## config.mk

```make
export PLATFORM = sky130hd
export DESIGN_NAME = bit_offset_stroke_realigner
export DESIGN_NICKNAME = d
export VERILOG_FILES = /design/src/rtl/core/bosr_pkg.sv /design/src/rtl/core/bosr_cfg.sv /design/src/rtl/core/bosr_front.sv /design/src/rtl/core/bosr_queue.sv /design/src/rtl/core/bosr_back.sv /design/src/rtl/core/bit_offset_stroke_realigner.sv
export SDC_FILE = /design/constraint.sdc
export NUM_CORES = 1
export LEC_CHECK = 0
export ABC_AREA = 1
export BUFFER_PORTS_ARGS = -buffer_cell sky130_fd_sc_hd__buf_4
export CORE_MARGIN = 1.5
export CORE_UTILIZATION = 65
export DETAILED_ROUTE_END_ITERATION = 7
export PLACE_DENSITY = 0.9
export SLEW_MARGIN = 15
export SYNTH_ARGS = -nofsm -noshare
export SYNTH_HDL_FRONTEND = slang
export SYNTH_SLANG_ARGS = --single-unit
```

## constraint.sdc

```tcl
create_clock -name clk -period 11.9 [get_ports clk]
set_clock_uncertainty 0.05 [all_clocks]
set_input_delay 0 -clock clk [delete_from_list [all_inputs] [get_ports clk]]
set_output_delay 0 -clock clk [all_outputs]
set_load 0.05 [all_outputs]
```

## src/rtl/core/bosr_pkg.sv

```systemverilog
`timescale 1ns / 1ps
// ----------------------------------------------------------------------------
// bosr_pkg - shared types and constants of the stroke realigner
// Counter widths, register map, queue entry format and back-end states.
// ----------------------------------------------------------------------------
package bosr_pkg;

	// pixel count width; width_pixels is truncated to this many bits
	localparam int WIDTH_COUNT_BITS = 16;
	// stroke length in bits: up to 4 bits per pixel
	localparam int BITS_W = WIDTH_COUNT_BITS + 2;
	// byte counters: room for the source byte count of the longest stroke
	localparam int CNT_W = WIDTH_COUNT_BITS;

	localparam int APB_AW = 4;
	localparam int APB_DW = 32;

	// register indexes (paddr[3:2])
	localparam logic [1:0] REG_NIBBLE_MODE  = 2'd0;
	localparam logic [1:0] REG_START_PHASE  = 2'd1;
	localparam logic [1:0] REG_WIDTH_PIXELS = 2'd2;

	localparam int FIFO_DEPTH = 4;
	localparam int FIFO_AW = $clog2(FIFO_DEPTH);

	// configuration seen by the front end
	typedef struct packed {
		logic        nibble_mode;
		logic [2:0]  start_phase;
		logic [15:0] width_pixels;
		logic        restart;      // one-cycle pulse on a register write
	} bosr_cfg_t;

	// one queue entry: one or two output bytes produced by one source byte
	typedef struct packed {
		logic [7:0] r0_byte;
		logic       r0_last;
		logic       has_r1;       // a second byte (always the last) follows
		logic [7:0] r1_byte;
	} bosr_entry_t;

	typedef enum logic {
		PH_FIRST,
		PH_SECOND
	} bosr_phase_t;

endpackage

```

## src/rtl/core/bosr_cfg.sv

```systemverilog
`timescale 1ns / 1ps
// ----------------------------------------------------------------------------
// bosr_cfg - APB register file
// Holds nibble_mode, start_phase, width_pixels; flags a stroke restart.
// ----------------------------------------------------------------------------
module bosr_cfg (
	input  logic                        clk,
	input  logic                        arst_n,
	input  logic                        psel,
	input  logic                        penable,
	input  logic                        pwrite,
	input  logic [bosr_pkg::APB_AW-1:0] paddr,
	input  logic [bosr_pkg::APB_DW-1:0] pwdata,
	output logic [bosr_pkg::APB_DW-1:0] prdata,
	output logic                        pready,
	output bosr_pkg::bosr_cfg_t         cfg
);
	import bosr_pkg::*;

	logic        nibble_mode_q;
	logic [2:0]  start_phase_q;
	logic [15:0] width_pixels_q;
	logic        restart_q;
	logic        wr_en;
	logic [1:0]  idx;

	assign pready = 1'b1;
	assign idx    = paddr[3:2];
	assign wr_en  = psel & penable & pwrite & pready;

	always_ff @(posedge clk or negedge arst_n) begin
		if (!arst_n) begin
			nibble_mode_q  <= 1'b0;
			start_phase_q  <= 3'd0;
			width_pixels_q <= 16'd1;
			restart_q      <= 1'b0;
		end else begin
			restart_q <= 1'b0;
			if (wr_en) begin
				case (idx)
					REG_NIBBLE_MODE: begin
						nibble_mode_q <= pwdata[0];
						restart_q     <= 1'b1;
					end
					REG_START_PHASE: begin
						start_phase_q <= pwdata[2:0];
						restart_q     <= 1'b1;
					end
					REG_WIDTH_PIXELS: begin
						width_pixels_q <= pwdata[15:0];
						restart_q      <= 1'b1;
					end
					default: begin
					end
				endcase
			end
		end
	end

	always_comb begin
		case (idx)
			REG_NIBBLE_MODE:  prdata = APB_DW'(nibble_mode_q);
			REG_START_PHASE:  prdata = APB_DW'(start_phase_q);
			REG_WIDTH_PIXELS: prdata = APB_DW'(width_pixels_q);
			default:          prdata = '0;
		endcase
	end

	assign cfg.nibble_mode  = nibble_mode_q;
	assign cfg.start_phase  = start_phase_q;
	assign cfg.width_pixels = width_pixels_q;
	assign cfg.restart      = restart_q;

	// a restart pulse only follows a write to a defined register
	a_restart_src: assert property (@(posedge clk) disable iff (!arst_n)
		restart_q |-> $past(wr_en) && ($past(idx) != 2'd3))
		else $error("restart without a register write");
	a_restart_pulse: assert property (@(posedge clk) disable iff (!arst_n)
		restart_q && !$past(wr_en, 2) |=> !restart_q || $past(wr_en))
		else $error("restart pulse stretched");
	a_pready: assert property (@(posedge clk) disable iff (!arst_n) pready)
		else $error("pready low");

endmodule

```

## src/rtl/core/bosr_front.sv

```systemverilog
`timescale 1ns / 1ps
// ----------------------------------------------------------------------------
// bosr_front - source byte intake and classification
// Tracks the stroke position and turns each source byte into a queue entry.
// ----------------------------------------------------------------------------
module bosr_front (
	input  logic                  clk,
	input  logic                  arst_n,
	input  bosr_pkg::bosr_cfg_t   cfg,
	input  logic                  in_valid,
	output logic                  in_ready,
	input  logic [7:0]            in_byte,
	input  logic                  q_full,
	output logic                  q_push,
	output bosr_pkg::bosr_entry_t q_entry
);
	import bosr_pkg::*;

	logic [CNT_W-1:0]  taken_q;
	logic [7:0]        held_q;

	logic [2:0]        sh;
	logic [CNT_W-1:0]  w;
	logic [BITS_W-1:0] bits;
	logic [BITS_W:0]   sum_out;
	logic [BITS_W:0]   sum_src;
	logic [CNT_W-1:0]  n_out;
	logic [CNT_W-1:0]  n_src;
	logic [CNT_W:0]    t_plus1;
	logic [15:0]       pair;
	logic [7:0]        merged;
	logic [7:0]        tail;
	logic              merge_en;
	logic              merge_last;
	logic              tail_en;
	logic              has_out;
	logic              done;
	logic              accept;

	assign sh = cfg.nibble_mode ? {cfg.start_phase[0], 2'b00} : cfg.start_phase;
	assign w  = CNT_W'(cfg.width_pixels);
	assign bits = cfg.nibble_mode ? {w, 2'b00} : BITS_W'(w);

	assign sum_out = {1'b0, bits} + (BITS_W+1)'(7);
	assign sum_src = {1'b0, bits} + (BITS_W+1)'(sh) + (BITS_W+1)'(7);
	assign n_out   = CNT_W'(sum_out >> 3);
	assign n_src   = CNT_W'(sum_src >> 3);
	assign t_plus1 = {1'b0, taken_q} + (CNT_W+1)'(1);

	// funnel: top byte of {held, next} shifted left by the bit offset
	assign pair   = {held_q, in_byte} << sh;
	assign merged = pair[15:8];
	assign tail   = in_byte << sh;

	always_comb begin
		q_entry    = '0;
		merge_en   = 1'b0;
		merge_last = 1'b0;
		tail_en    = 1'b0;
		has_out    = 1'b0;
		done       = 1'b0;
		if (sh == 3'd0) begin
			q_entry.r0_byte = in_byte;
			q_entry.r0_last = (t_plus1 >= {1'b0, n_out});
			has_out         = 1'b1;
			done            = q_entry.r0_last;
		end else begin
			merge_en   = (taken_q != '0);
			merge_last = merge_en && (taken_q >= n_out);
			tail_en    = !merge_last && (t_plus1 >= {1'b0, n_src}) && (n_src == n_out);
			if (merge_en) begin
				q_entry.r0_byte = merged;
				q_entry.r0_last = merge_last;
				q_entry.has_r1  = tail_en;
				q_entry.r1_byte = tail;
			end else begin
				q_entry.r0_byte = tail;
				q_entry.r0_last = 1'b1;
			end
			has_out = merge_en || tail_en;
			done    = merge_last || tail_en;
		end
	end

	// hold off intake while the stroke position is being cleared
	assign in_ready = !q_full && !cfg.restart;
	assign accept   = in_valid && in_ready && (n_out != '0);
	assign q_push   = accept && has_out;

	always_ff @(posedge clk or negedge arst_n) begin
		if (!arst_n) begin
			taken_q <= '0;
			held_q  <= '0;
		end else if (cfg.restart) begin
			taken_q <= '0;
			held_q  <= '0;
		end else if (accept) begin
			held_q  <= in_byte;
			taken_q <= done ? '0 : CNT_W'(t_plus1);
		end
	end

	// the stroke always ends before the source count is passed
	a_pos_bound: assert property (@(posedge clk) disable iff (!arst_n)
		(!cfg.restart && (n_out != '0)) |-> (taken_q <= n_src))
		else $error("stroke position past the source byte count");
	a_push_ready: assert property (@(posedge clk) disable iff (!arst_n)
		q_push |-> !q_full)
		else $error("push into a full queue");
	a_restart_clear: assert property (@(posedge clk) disable iff (!arst_n)
		cfg.restart |=> (taken_q == '0))
		else $error("stroke position not cleared by a register write");

endmodule

```

## src/rtl/core/bosr_queue.sv

```systemverilog
`timescale 1ns / 1ps
// ----------------------------------------------------------------------------
// bosr_queue - short entry queue between front and back end
// Four-entry FIFO; head entry is visible without a pop.
// ----------------------------------------------------------------------------
module bosr_queue (
	input  logic                  clk,
	input  logic                  arst_n,
	input  logic                  push,
	input  bosr_pkg::bosr_entry_t push_entry,
	output logic                  full,
	input  logic                  pop,
	output logic                  empty,
	output bosr_pkg::bosr_entry_t head
);
	import bosr_pkg::*;

	bosr_entry_t        mem [FIFO_DEPTH];
	logic [FIFO_AW-1:0] wr_ptr_q;
	logic [FIFO_AW-1:0] rd_ptr_q;
	logic [FIFO_AW:0]   count_q;

	assign full  = (count_q == (FIFO_AW+1)'(FIFO_DEPTH));
	assign empty = (count_q == '0);
	assign head  = mem[rd_ptr_q];

	always_ff @(posedge clk) begin
		if (push) begin
			mem[wr_ptr_q] <= push_entry;
		end
	end

	always_ff @(posedge clk or negedge arst_n) begin
		if (!arst_n) begin
			wr_ptr_q <= '0;
			rd_ptr_q <= '0;
			count_q  <= '0;
		end else begin
			if (push) begin
				wr_ptr_q <= wr_ptr_q + FIFO_AW'(1);
			end
			if (pop) begin
				rd_ptr_q <= rd_ptr_q + FIFO_AW'(1);
			end
			case ({push, pop})
				2'b10:   count_q <= count_q + (FIFO_AW+1)'(1);
				2'b01:   count_q <= count_q - (FIFO_AW+1)'(1);
				default: count_q <= count_q;
			endcase
		end
	end

	a_no_underflow: assert property (@(posedge clk) disable iff (!arst_n)
		pop |-> !empty)
		else $error("pop from an empty queue");
	a_count_bound: assert property (@(posedge clk) disable iff (!arst_n)
		count_q <= (FIFO_AW+1)'(FIFO_DEPTH))
		else $error("queue count overflow");
	a_ptr_track: assert property (@(posedge clk) disable iff (!arst_n)
		(wr_ptr_q - rd_ptr_q) == FIFO_AW'(count_q))
		else $error("queue pointers disagree with count");

endmodule

```

## src/rtl/core/bosr_back.sv

```systemverilog
`timescale 1ns / 1ps
// ----------------------------------------------------------------------------
// bosr_back - output sequencer
// Sends one or two bytes per queue entry on the output stream.
// ----------------------------------------------------------------------------
module bosr_back (
	input  logic                  clk,
	input  logic                  arst_n,
	input  logic                  q_empty,
	input  bosr_pkg::bosr_entry_t q_head,
	output logic                  q_pop,
	output logic                  out_valid,
	input  logic                  out_ready,
	output logic [7:0]            out_byte,
	output logic                  out_last
);
	import bosr_pkg::*;

	bosr_phase_t phase_q;
	bosr_phase_t phase_nxt;
	logic        xfer;

	assign out_valid = !q_empty;
	assign xfer      = out_valid && out_ready;

	always_comb begin
		phase_nxt = phase_q;
		case (phase_q)
			PH_FIRST:  if (xfer && q_head.has_r1) phase_nxt = PH_SECOND;
			PH_SECOND: if (xfer) phase_nxt = PH_FIRST;
			default:   phase_nxt = PH_FIRST;
		endcase
	end

	always_comb begin
		case (phase_q)
			PH_FIRST: begin
				out_byte = q_head.r0_byte;
				out_last = q_head.r0_last;
				q_pop    = xfer && !q_head.has_r1;
			end
			PH_SECOND: begin
				out_byte = q_head.r1_byte;
				out_last = 1'b1;
				q_pop    = xfer;
			end
			default: begin
				out_byte = q_head.r0_byte;
				out_last = q_head.r0_last;
				q_pop    = 1'b0;
			end
		endcase
	end

	always_ff @(posedge clk or negedge arst_n) begin
		if (!arst_n) begin
			phase_q <= PH_FIRST;
		end else begin
			phase_q <= phase_nxt;
		end
	end

	a_second_valid: assert property (@(posedge clk) disable iff (!arst_n)
		(phase_q == PH_SECOND) |-> !q_empty && q_head.has_r1)
		else $error("second byte sequenced without a two-byte entry");
	a_second_last: assert property (@(posedge clk) disable iff (!arst_n)
		(phase_q == PH_FIRST) && xfer && q_head.has_r1 |-> !out_last)
		else $error("first of two bytes marked last");
	a_hold: assert property (@(posedge clk) disable iff (!arst_n)
		out_valid && !out_ready |=> $stable(phase_q))
		else $error("sequencer advanced while stalled");

endmodule

```

## src/rtl/core/bit_offset_stroke_realigner.sv

```systemverilog
`timescale 1ns / 1ps
// ----------------------------------------------------------------------------
// bit_offset_stroke_realigner - packed pixel stroke realigner
// Funnel-shifts a stroke of 1-bit or 4-bit pixels so its first pixel lands
// at bit 7 of output byte 0; emits ceil(width*bpp/8) bytes, last marked.
// ----------------------------------------------------------------------------
//
//  channel   dir  payload                          transaction when
//  --------  ---  -------------------------------  ------------------------
//  s_axis    in   tdata[7:0] = src_byte            tvalid & tready
//  m_axis    out  tdata[7:0] = out_byte, tlast     tvalid & tready
//  apb       in   nibble_mode @0x0, start_phase    psel & penable & pwrite
//                 @0x4, width_pixels @0x8
//
// Flow: one source byte per cycle while s_axis_tready is high; the front
// end classifies it in the cycle it is taken and queues an entry if it
// yields output; the back end drains one output byte per cycle while
// m_axis_tready is high. The last source byte can carry two output bytes.
// Reset clears the stroke position, the queue and the output sequencer;
// registers come up as 1-bit mode, zero phase, width 1.
// s_axis_tready drops when the 4-entry queue is full and in the cycle
// after a register write, while the stroke restarts; a stalled m_axis
// leaves the front end running until the queue fills.
//
module bit_offset_stroke_realigner (
	input  logic                        clk,
	input  logic                        arst_n,
	// source stream
	input  logic                        s_axis_tvalid,
	output logic                        s_axis_tready,
	input  logic [7:0]                  s_axis_tdata,   // [7:0] src_byte
	// realigned stream
	output logic                        m_axis_tvalid,
	input  logic                        m_axis_tready,
	output logic [7:0]                  m_axis_tdata,   // [7:0] out_byte
	output logic                        m_axis_tlast,   // out_last
	// configuration
	input  logic                        psel,
	input  logic                        penable,
	input  logic                        pwrite,
	input  logic [bosr_pkg::APB_AW-1:0] paddr,
	input  logic [bosr_pkg::APB_DW-1:0] pwdata,
	output logic [bosr_pkg::APB_DW-1:0] prdata,
	output logic                        pready
);
	import bosr_pkg::*;

	bosr_cfg_t   cfg;
	bosr_entry_t push_entry;
	bosr_entry_t head;
	logic        q_push;
	logic        q_pop;
	logic        q_full;
	logic        q_empty;

	// register file; a write pulses cfg.restart
	bosr_cfg u_cfg (
		.clk     (clk),
		.arst_n  (arst_n),
		.psel    (psel),
		.penable (penable),
		.pwrite  (pwrite),
		.paddr   (paddr),
		.pwdata  (pwdata),
		.prdata  (prdata),
		.pready  (pready),
		.cfg     (cfg)
	);

	// front end: stroke position, held byte, funnel shift
	bosr_front u_front (
		.clk      (clk),
		.arst_n   (arst_n),
		.cfg      (cfg),
		.in_valid (s_axis_tvalid),
		.in_ready (s_axis_tready),
		.in_byte  (s_axis_tdata),
		.q_full   (q_full),
		.q_push   (q_push),
		.q_entry  (push_entry)
	);

	// decoupling queue
	bosr_queue u_queue (
		.clk        (clk),
		.arst_n     (arst_n),
		.push       (q_push),
		.push_entry (push_entry),
		.full       (q_full),
		.pop        (q_pop),
		.empty      (q_empty),
		.head       (head)
	);

	// back end: splits two-byte entries onto the output stream
	bosr_back u_back (
		.clk       (clk),
		.arst_n    (arst_n),
		.q_empty   (q_empty),
		.q_head    (head),
		.q_pop     (q_pop),
		.out_valid (m_axis_tvalid),
		.out_ready (m_axis_tready),
		.out_byte  (m_axis_tdata),
		.out_last  (m_axis_tlast)
	);

endmodule
```

==> results by group, run 1 <==
Worst hold path
  – Hold depth: 5
  – Min-delay worst type: in -> reg

Finish
  – Layout area overhead: 15.3%
  – Layout Nets: around 1.4k
  – Layout cell share with drive strength beyond 1: a little over a tenth
  – Antenna diodes: 0
  – Fin cells: around 1.4k
  – Number of fill cells in the layout: around 870

Place
  – RD Place Congestion: 0.945
  – HPWL after DPL: approximately 15 mm
  – Inst Count DP: 1372
  – Port bufs: 59

Clock tree
  – Setup bufs post-CTS: 0
  – H-tree levels: 4
  – Skew-Pair Late Insertion Delay: around 0.42 ns
  – CTS sink cnt: about 130
  – CTS tree: yes
  – Clock Path Buffers: 2
  – Root buffer cell: clkbuf_16
  – CTS Buf Count: 17
  – Reg clk slew, reported paths: around 0.06 ns

STA
  – Setup-failing EPs final: 0
  – Worst-margin pin slew: 1.09 ns
  – RSZ-0062 raised after global routing: no
  – Max Transition Viols Final: 0
  – Tcrit/Tclk final: 54.0%
  – Relative slew slack: between 20% and 30%
  – Setup tns final: 0 ns
  – Min cycle time layout: roughly 6.4 ns
  – Final hold vios: 0
  – Fmax: 0.156 GHz

Critical path
  – Crit path kind: reg -> reg
  – Slowest stage delay, CP: about 0.95 ns
  – Setup crit end kind: flop
  – Worst-case reg-to-reg path depth: 33
  – CP max stage cell: dfrtp_1
  – WP data arrival: roughly 6.7 ns
  – Worst path most repeated cell: nand2_1
  – CP startpoint kind: flop
  – Reg2Reg Setup Slack: 5.47 ns
  – Worst EP required: between 10 and 15 ns
  – Worst-path maximum fanout: 31

Logic synthesis
  – Mapped Area: around 9000 um^2
  – Average cell area after synthesis: around 7.6 um^2
  – Synth unique cells: 47
  – Sequential area share after synthesis: roughly two fifths
  – Synth Instances: 1164
  – Synthesis Warnings: 0
  – #FFs+latches synth: 125

Pwr
  – Leakage power: about 4.8 nW
  – Power Density: roughly 230 nW/um^2
  – Max VDD drop: about 130 uV

Drt
  – Final ANT Viol Nets: 0
  – Routed WL per cell: 15.8 um
  – WL final: ~23 mm
  – First drt pass iteration count: 6
  – DRC marker count from the first detailed-route iteration: 843
  – Via density: ~5.8
  – Post-route DRC: 0
  – DR vias: about 8.3k

Flow run
  – Max_cap viols: 0

Floorplanning
  – Die ar.: 14200 um^2
  – Cell row count: 42
  – Initial Util: around two thirds
  – # IOs: 95
  – Die height: around 120 um
  – Core box area: 13200 um^2
  – Die width: approximately 120 um

Global routing
  – Vias in the first global route: a little under 8k
  – Largest net degree at the start of global routing: 54
  – First-pass GRT wire length: around 37 mm
  – Total GRT Usage: 32.9%
  – GR Overflow Total: 0
  – Antenna violations before repair: 0

Status
  – Status: complete, no violations
[per-layer routing]
layer / global-route usage [%] / vias up / part of all wire (%)
met1: 42.6 / 3779 / 40
met2: 55.2 / 465 / 48
met3: 5.99 / 66 / 9.5
met4: 12.5 / 0 / 2.7
li1: - / 3971 / -
met5: 0 / - / 0
[critical path: cells and delay by family (launching register included)]
family,cells,cell delay (ns)
and+or+nand+nor,18,2.32
adders and majority gates,5,1.42
DFF,1,0.95
buffers and inverters,5,0.90
AOI/OAI and AO/OA,3,0.37
xor gates and xnor gates,2,0.30
[sequential cells by signal (all words and copies together), names as in the netlist]
name and count:
u_cfg.restart_q 1, u_back.phase_q 1, u_cfg.nibble_mode_q 1, u_queue.mem 72
u_cfg.start_phase_q 3, u_front.taken_q 16, u_front.held_q 8, u_queue.count_q 3
u_queue.wr_ptr_q 2, u_queue.rd_ptr_q 2, u_cfg.width_pixels_q 16
[what timing repair did]
item	4_1_cts	5_1_grt
endpoints found under the hold margin	91	0
gates resized for setup	0	0
hold buffers	30	0
[stage by stage]
step	hold WS [ns]	util (%)	total power, mW	worst slack (ns)	instance area [um^2]
floorplan	-0.346	-	1.52	6.78	8860
global placement	0.0260	69.9	1.75	5.70	9260
detailed placement	0.0335	69.9	1.80	5.64	9260
CTS	0.00517	76.5	2.33	5.60	10100
global route	0.0806	76.5	2.50	4.88	10100
finish	0.0657	76.5	2.35	5.47	10100
[layout by cell type, fill, tap and decap left out, types with 7 or more instances in the layout]
| cell type | count |
|---|---|
| a21oi_1 | 32 |
| a31oi_1 | 10 |
| buf_4 | 65 |
| clkbuf_16 | 17 |
| conb_1 | 21 |
| dfrtp_1 | 52 |
| dlygate4sd3_1 | 30 |
| edfxtp_1 | 72 |
| ha_1 | 59 |
| inv_1 | 131 |
| nand2_1 | 294 |
| nand2_2 | 11 |
| nand3_1 | 51 |
| nand3_2 | 12 |
| nand4_1 | 27 |
| nor2_1 | 156 |
| nor3_1 | 11 |
| o21ai_0 | 113 |
| o221ai_1 | 7 |
| o22ai_1 | 10 |
| xor2_1 | 14 |
[layout make-up]
class / instances / area [um^2] / share of cell area (%)
multi-input cells: 867 / 4540 / 44.8
repair buffers: 95 / 788 / 7.78
clock buffers: 20 / 437 / 4.31
clock inverters: 12 / 136 / 1.35
inverters: 139 / 522 / 5.15
well taps: 176 / 220 / 2.17
flip-flops and latches: 125 / 3490 / 34.4
[kinds of logic after synthesis]
kind of cell	Yosys count	synth area share [%]
AND/OR/NAND/NOR	583	28.7
buffers and inverters	191	9.46
AO/OA/AOI/OAI	183	11.4
flip-flops	125	39.7
adder cells (fa/ha/maj)	60	8.63
XOR/XNOR	17	1.69
multiplexers	3	0.356
other	2	0.0854
[worst paths after layout]
check	startpoint	endpoint
setup / recovery	u_cfg.nibble_mode_q	u_queue.count_q[2]
hold / removal	pwrite	u_cfg.nibble_mode_q
setup reg to reg	u_cfg.nibble_mode_q	u_queue.count_q[2]
hold reg to reg	u_queue.count_q[0]	u_queue.count_q[0]
max in group asynchronous	arst_n	u_queue.count_q[0]
min in group asynchronous	arst_n	u_cfg.width_pixels_q[11]
[power by group]
group          switching (mW)  total (mW)  internal, mW
clock                   0.197       0.506         0.310
combinational           0.816        1.16         0.344
sequential             0.0717       0.685         0.614
total                    1.08        2.35          1.27
[synth_stat cells (all sizes together)]
master / instances / area share (%)
dfrtp: 52 / 15
o311ai: 1 / 0.10
dfstp: 1 / 0.30
xnor2: 3 / 0.30
mux2i: 2 / 0.23
o21ai: 116 / 6.7
ha: 59 / 8.4
clkinv: 3 / 0.13
nor2: 162 / 7.3
a21oi: 32 / 1.8
conb: 2 / 0.085
o22ai: 10 / 0.71
or2: 2 / 0.14
mux2: 1 / 0.13
edfxtp: 72 / 25
a21o: 1 / 0.085
o21a: 1 / 0.085
a31oi: 10 / 0.71
nand3: 63 / 4.3
and2: 4 / 0.28
xor2: 14 / 1.4
nand2: 306 / 13
o32ai: 1 / 0.10
clkbuf: 23 / 0.98
buf: 29 / 2.5
o221ai: 7 / 0.70
nor4: 3 / 0.21
o211ai: 4 / 0.34
nand3b: 3 / 0.26
nand4: 27 / 1.9
and3: 1 / 0.071
fa: 1 / 0.23
nor3: 12 / 0.81
inv: 136 / 5.8
No activity file was read; power rests on OpenSTA's default activity.
==> run 2: changes to the inputs <==
--- a/config.mk
+++ b/config.mk
@@ -8,9 +8,9 @@
 export ABC_AREA = 1
 export BUFFER_PORTS_ARGS = -buffer_cell sky130_fd_sc_hd__buf_4
 export CORE_MARGIN = 1.5
-export CORE_UTILIZATION = 65
+export CORE_UTILIZATION = 54
 export DETAILED_ROUTE_END_ITERATION = 7
-export PLACE_DENSITY = 0.9
+export PLACE_DENSITY = 0.8
 export SLEW_MARGIN = 15
 export SYNTH_ARGS = -nofsm -noshare
 export SYNTH_HDL_FRONTEND = slang
==> constraint.sdc (replaced) <==
create_clock -name clk -period 5.4 [get_ports clk]
set_clock_uncertainty 0.05 [all_clocks]
set_input_delay 0 -clock clk [delete_from_list [all_inputs] [get_ports clk]]
set_output_delay 0 -clock clk [all_outputs]
set_load 0.05 [all_outputs]
==> run 2 against run 1 <==
Total power increased by 120%. Largest power group unchanged. Sequential power increased by 120%. Register-to-register slack got worse by 5.1 ns. Global-route usage decreased by 6.6 points. Sequential cell count unchanged. Fmax increased by 27%. Critical endpoint unchanged. Non-clock buffer count increased by 6. Hold slack got worse by 0.049 ns.
==> results by group, run 2 (synthesis results as in run 1) <==
Drt
  – Via density: 5.39 (was 5.77)
  – DRC marker count from the first detailed-route iteration: 650 (was 843)
  – Post-route DRC: 0 (unchanged)
  – DR vias: 7978 (was 8281)
  – Routed WL per cell: 14.3 um (was 15.8 um)
  – First drt pass iteration count: 5 (was 6)
  – WL final: 21.1 mm (was 22.7 mm)
  – Final ANT Viol Nets: 0 (unchanged)

STA
  – Relative slew slack: 29.5% (was 27.2%)
  – Setup tns final: 0 ns (unchanged)
  – Final hold vios: 0 (unchanged)
  – Tcrit/Tclk final: 93.6% (was 54.0%)
  – Worst Setup Slack, final: 0.346 ns (was 5.47 ns)
  – Min cycle time layout: 5.05 ns (was 6.43 ns)
  – Worst-margin pin slew: 1.06 ns (was 1.09 ns)
  – Fmax: 0.198 GHz (was 0.156 GHz)
  – Setup-failing EPs final: 0 (unchanged)
  – Max Transition Viols Final: 0 (unchanged)
  – RSZ-0062 raised after global routing: no (unchanged)

Critical path
  – Crit path kind: reg -> reg (unchanged)
  – CP max stage cell: dfrtp_2 (was dfrtp_1)
  – CP startpoint kind: flop (unchanged)
  – Worst-path maximum fanout: 15 (was 31)
  – Reg2Reg Setup Slack: 0.35 ns (was 5.47 ns)
  – Slowest stage delay, CP: 0.46 ns (was 0.95 ns)
  – Worst EP required: 5.65 ns (was 12.15 ns)
  – Setup crit end kind: flop (unchanged)
  – Worst path most repeated cell: nand2_1 (unchanged)
  – WP data arrival: 5.30 ns (was 6.67 ns)

Floorplanning
  – # IOs: 95 (unchanged)
  – Die width: 131 um (was 119 um)
  – Initial Util: 55.3% (was 66.4%)
  – Die ar.: 17100 um^2 (was 14200 um^2)
  – Core box area: 15900 um^2 (was 13200 um^2)
  – Die height: 131 um (was 119 um)
  – Cell row count: 46 (was 42)

Place
  – HPWL after DPL: 15.0 mm (was 14.8 mm)
  – RD Place Congestion: 0.910 (was 0.945)
  – Port bufs: 59 (unchanged)
  – Post-Place Worst Slack: 0.281 ns (was 5.64 ns)

Global routing
  – Antenna violations before repair: 0 (unchanged)
  – GR Overflow Total: 0 (unchanged)
  – Vias in the first global route: 7359 (was 7800)
  – First-pass GRT wire length: 34.9 mm (was 37.1 mm)
  – Largest net degree at the start of global routing: 54 (unchanged)
  – Total GRT Usage: 26.3% (was 32.9%)

Clock tree
  – CTS sink cnt: 125 (unchanged)
  – Root buffer cell: clkbuf_16 (unchanged)
  – H-tree levels: 4 (unchanged)
  – Skew-Pair Late Insertion Delay: 0.43 ns (was 0.42 ns)
  – CTS Buf Count: 17 (unchanged)
  – CTS tree: yes (unchanged)
  – Clock Path Buffers: 2 (unchanged)
  – Reg clk slew, reported paths: 0.06 ns (about the same)
  – Setup bufs post-CTS: 0 (unchanged)

Finish
  – Max FFs per register: 72 (unchanged)
  – Layout cell share with drive strength beyond 1: 11.8% (was 10.8%)
  – Commonest non-fill, non-tap cell in the layout: nand2_1 (unchanged)
  – Antenna diodes: 0 (unchanged)
  – Biggest regs: u_queue.mem (72), u_cfg.width_pixels_q (16), u_front.taken_q (16) (unchanged)
  – Layout area overhead: 16.6% (was 15.3%)
  – Most frequent cells in the layout: nand2_1 (293), nor2_1 (156), inv_1 (131), o21ai_0 (113), edfxtp_1 (72) (was nand2_1 (294), nor2_1 (156), inv_1 (131), o21ai_0 (113), edfxtp_1 (72))
  – Most flops, register: u_queue.mem (unchanged)
  – Layout Nets: 1362 (was 1356)

Pwr
  – Max VDD drop: 253 uV (was 132 uV)
  – Power Density: 502 nW/um^2 (was 232 nW/um^2)
  – Leakage power: 4.88 nW (was 4.84 nW)

Worst hold path
  – Min-delay worst type: in -> reg (unchanged)

Status
  – Status: complete, no violations (unchanged)

Flow run
  – Max_cap viols: 0 (unchanged)
==> run 2: cell type report <==
type	instances	area, um^2
clock buffers	17	425
clock inverters	15	143
fillers	1342	5640
inverters	139	524
multi-input cells	867	4550
flip-flops and latches	125	3490
well taps	216	270
repair buffers	101	841
==> run 2: what timing repair did <==
item | 4_1_cts | 5_1_grt
setup endpoints to repair | 0 | 2
hold buffers | 30 | 0
endpoints found under the hold margin | 91 | 0
gates resized for setup | 0 | 7
==> run 2: worst paths after layout <==
path                       cells after the start           startpoint                        to
setup / recovery                              33  u_cfg.nibble_mode_q        u_queue.count_q[2]
hold / removal                                 5              penable       u_cfg.nibble_mode_q
setup reg to reg                              33  u_cfg.nibble_mode_q        u_queue.count_q[2]
hold reg to reg                                1   u_queue.count_q[0]        u_queue.count_q[0]
max in group asynchronous                      2               arst_n       u_cfg.nibble_mode_q
min in group asynchronous                      2               arst_n  u_cfg.width_pixels_q[13]
==> run 2: report_power, final <==
group          internal (mW)  switching, mW  leakage (nW)  total, mW
Sequential              1.35          0.139          1.33       1.49
Combinational          0.778           1.76          3.27       2.54
Clock                  0.613          0.497         0.279       1.11
Total                   2.74           2.40          4.88       5.14
==> run 2: layer usage <==
metal | vias up | global-route usage [%] | share of wire [%]
li1 | 3998 | - | -
met1 | 3675 | 35.4 | 45
met2 | 276 | 43.2 | 47
met3 | 29 | 5.29 | 6.4
met4 | 0 | 7.82 | 1.6
met5 | - | 0 | 0
==> run 2: through the flow <==
stage | area [um^2] | cells | power (mW) | utilization (%) | hold WS, ns
after global routing | 10200 | 1480 | 5.51 | 64.5 | 0.0629
final | 10200 | 1480 | 5.14 | 64.5 | 0.0166
after detailed placement | 9360 | 1418 | 3.98 | 58.9 | 0.0386
after global placement | 9360 | 1418 | 3.90 | 58.9 | 0.0332
after CTS | 10200 | 1480 | 5.12 | 64.4 | 0.0178
after floorplan | 8860 | 1183 | 3.35 | - | -0.346
==> run 2: critical path: cells and delay by family, from the launching register on <==
family	cells	cell delay (ns)
DFF	1	0.46
xor gates and xnor gates	2	0.31
adders and majority gates	5	1.36
AOI/OAI and AO/OA	3	0.39
and+or+nand+nor	18	1.84
buffers and inverters	5	0.48
